$ cat src/rtl/nlbe_pkg.sv
// ----------------------------------------------------------------------------
// nlbe_pkg
// Shared types, codes and constants of the nonuniform linear basis evaluator.
// ----------------------------------------------------------------------------
`default_nettype none

package nlbe_pkg;

	localparam int FRACTION_BITS    = 16;
	localparam int MAX_ELEMENTS_DEF = 1024;
	localparam int QUEUE_DEPTH      = 8;
	localparam int WEIGHT_W         = FRACTION_BITS + 1;

	// Command codes
	localparam logic CMD_WRITE = 1'b0;
	localparam logic CMD_EVAL  = 1'b1;

	// Configuration register indexes
	localparam logic [1:0] CFG_ELEMENT_COUNT   = 2'd0;
	localparam logic [1:0] CFG_DOMAIN_LENGTH   = 2'd1;
	localparam logic [1:0] CFG_INVERSE_SPACING = 2'd2;

	// Register reset values
	localparam logic [10:0] ELEMENT_COUNT_RST   = 11'd1024;
	localparam logic [30:0] DOMAIN_LENGTH_RST   = 31'd65536;
	localparam logic [31:0] INVERSE_SPACING_RST = 32'd67108864;

	localparam logic [WEIGHT_W-1:0] WEIGHT_ONE = {1'b1, {FRACTION_BITS{1'b0}}};
	localparam logic [31:0]         GRAD_MAX   = 32'h7FFF_FFFF;

	typedef struct packed {
		logic               command;
		logic [9:0]         node_index;
		logic [30:0]        node_position;
		logic signed [31:0] point_position;
	} nlbe_item_t;

	typedef struct packed {
		logic [10:0]        node_id;
		logic [16:0]        weight;
		logic signed [31:0] gradient;
		logic               out_of_domain;
		logic               last;
	} nlbe_result_t;

	// Classified evaluate command handed from front to back
	typedef struct packed {
		logic        ood;
		logic [10:0] elem;
		logic [30:0] point;
		logic [30:0] left;
		logic [30:0] right;
	} nlbe_entry_t;

endpackage

`default_nettype wire

$ cat src/rtl/nlbe_queue.sv
// ----------------------------------------------------------------------------
// nlbe_queue
// Short FIFO that decouples the classifying front from the dividing back.
// ----------------------------------------------------------------------------
`default_nettype none

module nlbe_queue (
	input  wire logic                                        clk,
	input  wire logic                                        arst_n,
	input  wire logic                                        push,
	input  wire nlbe_pkg::nlbe_entry_t                       push_entry,
	input  wire logic                                        pop,
	output nlbe_pkg::nlbe_entry_t                            pop_entry,
	output logic                                             not_empty,
	output logic [$clog2(nlbe_pkg::QUEUE_DEPTH+1)-1:0]       count
);
	import nlbe_pkg::*;

	localparam int PTR_W = $clog2(QUEUE_DEPTH);
	localparam int CNT_W = $clog2(QUEUE_DEPTH + 1);

	nlbe_entry_t      ent_q [QUEUE_DEPTH];
	logic [PTR_W-1:0] wp_q, rp_q;
	logic [CNT_W-1:0] count_q;

	// Store pushed entries
	always_ff @(posedge clk) begin
		if (push) begin
			ent_q[wp_q] <= push_entry;
		end
	end

	// Advance pointers and occupancy
	always_ff @(posedge clk or negedge arst_n) begin
		if (!arst_n) begin
			wp_q    <= '0;
			rp_q    <= '0;
			count_q <= '0;
		end else begin
			if (push) begin
				wp_q <= (wp_q == PTR_W'(QUEUE_DEPTH - 1)) ? '0 : wp_q + PTR_W'(1);
			end
			if (pop) begin
				rp_q <= (rp_q == PTR_W'(QUEUE_DEPTH - 1)) ? '0 : rp_q + PTR_W'(1);
			end
			if (push && !pop) begin
				count_q <= count_q + CNT_W'(1);
			end else if (pop && !push) begin
				count_q <= count_q - CNT_W'(1);
			end
		end
	end

	assign pop_entry = ent_q[rp_q];
	assign not_empty = (count_q != '0);
	assign count     = count_q;

endmodule

`default_nettype wire

$ cat config.mk
export PLATFORM = sky130hd
export DESIGN_NAME = nlbe_queue
export DESIGN_NICKNAME = d
export VERILOG_FILES = /design/src/rtl/nlbe_pkg.sv /design/src/rtl/nlbe_queue.sv
export SDC_FILE = /design/constraint.sdc
export NUM_CORES = 1
export LEC_CHECK = 0
export BUFFER_PORTS_ARGS = -buffer_cell sky130_fd_sc_hd__buf_2
export CORE_UTILIZATION = 45
export DETAILED_ROUTE_END_ITERATION = 8
export HOLD_SLACK_MARGIN = 0.12
export MAX_ROUTING_LAYER = met4
export PLACE_DENSITY = 0.61
export SYNTH_ARGS = -nofsm -noshare
export SYNTH_HDL_FRONTEND = slang
export SYNTH_SLANG_ARGS = --single-unit
$ cat constraint.sdc
create_clock -name clk -period 11.6 [get_ports clk]
set_input_delay 2.32 -clock clk [delete_from_list [all_inputs] [get_ports clk]]
set_output_delay 2.32 -clock clk [all_outputs]
set_load 0.05 [all_outputs]
---- Yosys cells after proc, flatten, opt, wreduce, memory -nomap -nowiden ----
Memory sizes are Yosys's and may differ from the RTL's.
Cells that the tools add are included.
word-level totals
  flip-flop bits (word level) ............. 10
  output and inout port bits .............. 110
  bits of input ports ..................... 109
  memories kept ........................... 1
  RAM bits ................................ 840
cells by class
  equal/unequal tests ..................... 2
  add/sub/neg operators ................... 4
  reduce and logical (&&, ||, !) cells .... 6
  multiplexer cells ....................... 6
memory list
  memory  depth  width  read ports  clocked after memory_dff  wr ports  RTL line          text
  ent_q   8      105    1           0                         1         nlbe_queue.sv:22  nlbe_entry_t ent_q [QUEUE_DEPTH];
operators by type and width
  kind                                                                 number
  4-bit 2-to-1 mux                                                     2
  3-bit by 1-bit adder with 3-bit output (second input constant)       2
  3-bit == test (second input constant)                                2
  3-bit 2-to-1 mux                                                     2
  4-bit by 1-bit adder with 4-bit output (second input constant)       1
  4-bit nonzero test                                                   1
  4-bit by 1-bit subtractor with 4-bit output (second input constant)  1
  1-bit logical AND                                                    2
  1-bit logical NOT                                                    2
  1-bit 2-to-1 mux                                                     2
  2-bit nonzero test                                                   1

---- Depth between registers and ports, before layout ----
  depth after elaboration ................. 4
  gate-level depth with buffers ........... 7

---- Least setup slack after synthesis ----
OpenSTA, ideal clock, no wires.
  path type ............................... input-to-reg
  from .................................... input port push
  to ...................................... memory ent_q[0][0] in the netlist's numbering, enable pin
  cell stages on the path ................. 2
  buffers on the path ..................... 0
  arrival time ............................ 9.512 ns
  library setup time ...................... 0.697 ns
  setup slack ............................. 1.390 ns
  data required time ...................... 10.903 ns
  cell sequence ........................... nand2b_1 -> nor3_1
on the way
  cells in the longest elaborated chain, start to end .. 2
RTL lines
  item                                    RTL line          text
  start: declaration                      nlbe_queue.sv:10  input wire logic push,
  1-bit 2-to-1 mux                        nlbe_queue.sv:28  if (push) begin
  1-bit 2-to-1 mux (not written as such)  nlbe_queue.sv:29  ent_q[wp_q] <= push_entry;
  end: declaration                        nlbe_queue.sv:22
Every way passes these cells.

==> out/qor.yml <==
drt:
  drc: 0
  m1WireLength_um: 26100
  final_antenna_net_count: 0
  routedWlPerCell_um: 24.5
  wl_met2_um: 32100
  route.met3.wl_um: 3410
  via_per_inst: 5.43
  drt-initial-drc-count: 1089
  drt-total-wl_um: 63100
  drtPass1Iterations: 5
  via_count: 14000
  top_layer: "met4"
global_routing:
  grt_overflow: 0
  grt_first_pass_wirelength_um: 95500
  grt_max_degree: 111
  antenna_found_initial: 12
  grt_pass1_vias: 15200
  grt_util_all_layers_pct: 18.2
synth:
  synth_nets: 1396
  yosysUniqueCellTypes: 27
  yosysWarnings: 0
  synth_area_per_cell_um2: 25.2
  yosysSeqAreaShare_pct: 79.1
  syn-instance-count: 1279
  syn_area_um2: 32200
  yosys_register_bits: 850
critical_path:
  cp_slowest_stage_delay_ns: 0.86
  critPathArrivalTime_ns: 3.99
  crit_required_ns: 9.28
  critPathKind: "reg2out"
  crit_chain: "buf_4, buf_4, mux4_2, mux2_2, buf_2"
  end_kind: "output port"
  cp_common_cell: "buf_4"
  cp-start-kind: "flop"
  worst_path_max_delay_cell: "dfrtp_4"
  cp_max_fo: 60
job:
  maxCapViolCount: 0
final_layout:
  postLayoutCoreUtil_pct: 52.9
  multi_input_comb_area_um2: 6380
  seq_area_um2: 25500
  n_fill_cell: 5414
  final_common_cell: "edfxtp_1"
  nets: 1669
  drive_gt1_share_pct: 43.2
  final_cell_mix: "840 x edfxtp_1, 218 x buf_2, 210 x mux4_2"
  syn_to_final_growth_pct: 15.6
floorplan:
  fp-row-count: 97
  core_area_um2: 70400
  die_h_um: 270
  io_pins: 219
  initial_core_util_pct: 45.8
  die_area_um2: 72700
  die_w_um: 270
clocking:
  cts_htree_levels: 3
  cts_tree: "done"
  clock_sinks: 850
  cts_resized: 0
  cts_buffer_depth: 3
  cts_buffers: 87
  cts-root-buf: "clkbuf_16"
  post_cts_buffers: 0
  hold_buffers: 0
  clk_latency_ns: 0.62
  clkTransAtPathRegs_ns: 0.05
pwr:
  p_comb_share_pct: 35.2
  leakage_uw: 0.0120
  switching_share_pct: 35.1
  ir_worst_vdd_uv: 220
  clock_power_share_pct: 26.5
  power.switching_uw: 3670
  power-per-cell-area_nw_per_um2: 281
  p_int_uw: 6800
  p_seq_share_pct: 38.3
  finalPower_uw: 10500
sta:
  drv_slew: 0
  tightest_slew_ns: 1.07
  fmax_mhz: 158
  finClkSkew_ns: 0.0164
  relSlewSlack_pct: 28.4
  finalHoldViolations: 0
  period_minus_slack_ns: 6.31
  tns_ns: 0
  setup_viol: 0
  finalCritPeriodShare_pct: 54.4
  rsz0062_at_grt: "no"
place:
  port_buffers: 218
  dp_hpwl_um: 33600
  gp_congestion: 0.727
min_path:
  hold_path.class: "reg2reg"
run_status:
  status: "complete, no violations"
==> metrics by stage <==
step                      std cells  setup WS [ns]  instance area, um2  hold slack (ns)
after global placement         2403           5.84               34400            0.519
after CTS                      2557           5.15               37200            0.573
after global routing           2569           5.07               37200            0.612
final                          2570           5.29               37200            0.575
after floorplan                1279           1.39               32200            0.524
after detailed placement       2403           5.84               34400            0.561
==> final cells by class <==
cell class	instances	area share, %
multi-input combinational	365	17.1
clock buffer	105	6.11
tap	940	3.16
antenna	13	0.0874
clock inverter	49	1.53
sequential	850	68.5
timing repair buffer	244	3.49
inverter	4	0.0403
==> worst max-delay path: cells and delay by family (launching register included) <==
kind | cells | cell delay (ns)
flops | 1 | 0.86
mux | 2 | 0.71
buf+inv | 3 | 1.68
==> metal layers <==
layer,up-vias,GRT usage (%)
met5,-,-
met4,0,5.37
met3,108,4.26
met2,302,30.1
met1,7480,22.5
li1,6063,-
==> kinds of logic (layout without fill, tap and decap cells) <==
logic type	Yosys count	in the layout	share of synthesized area (%)
AO/OA/AOI/OAI	8	8	0.159
XOR/XNOR	2	2	0.0544
adder cells (fa/ha/maj)	8	8	0.334
buffers and inverters	64	402	1.29
flip-flops	850	850	79.1
multiplexers	321	321	18.7
other	0	13	0
AND/OR/NAND/NOR	26	26	0.404
==> flip-flops by register name, summed over array words and instances (netlist names) <==
name	flops
ent_q	840
count	4
wp_q	3
rp_q	3
==> synth_stat cells, drive strengths merged <==
cell type	n	area share, %
buf	44	1.1
o21ai	3	0.047
nand2b	2	0.039
a21oi	2	0.031
or3	1	0.019
nand3b	3	0.070
fa	1	0.062
xnor2	2	0.054
nand3	2	0.031
mux2	110	4.0
nor2	8	0.093
nor3	3	0.047
or4	2	0.047
dfrtp	10	0.78
nand2	5	0.058
o211ai	2	0.047
edfxtp	840	78
mux2i	1	0.031
inv	4	0.047
a2111o	1	0.035
ha	7	0.27
mux4	210	15
clkbuf	16	0.19
==> power groups by stage <==
stage / clock [uW] / combinational, uW / sequential [uW]
floorplan: 0 / 2970 / 4070
global placement: 0 / 3750 / 4070
detailed placement: 0 / 3770 / 4090
CTS: 2840 / 3780 / 4030
global route: 2940 / 3900 / 4060
finish: 2770 / 3680 / 4020
==> worst paths after layout <==
kind	start	endpoint	slack [ns]	depth (start not counted)
setup reg to reg	wp_q[2]	ent_q[1][61]	8.14	4
hold reg to reg	count[2]	count[2]	0.58	2
max in group asynchronous	arst_n	rp_q[2]	9.83	1
min in group asynchronous	arst_n	wp_q[0]	1.55	1
hold / removal	count[2]	count[2]	0.58	2
setup / recovery	rp_q[1]	pop_entry[13]	5.29	5
Power figures use the tool's default switching activity.
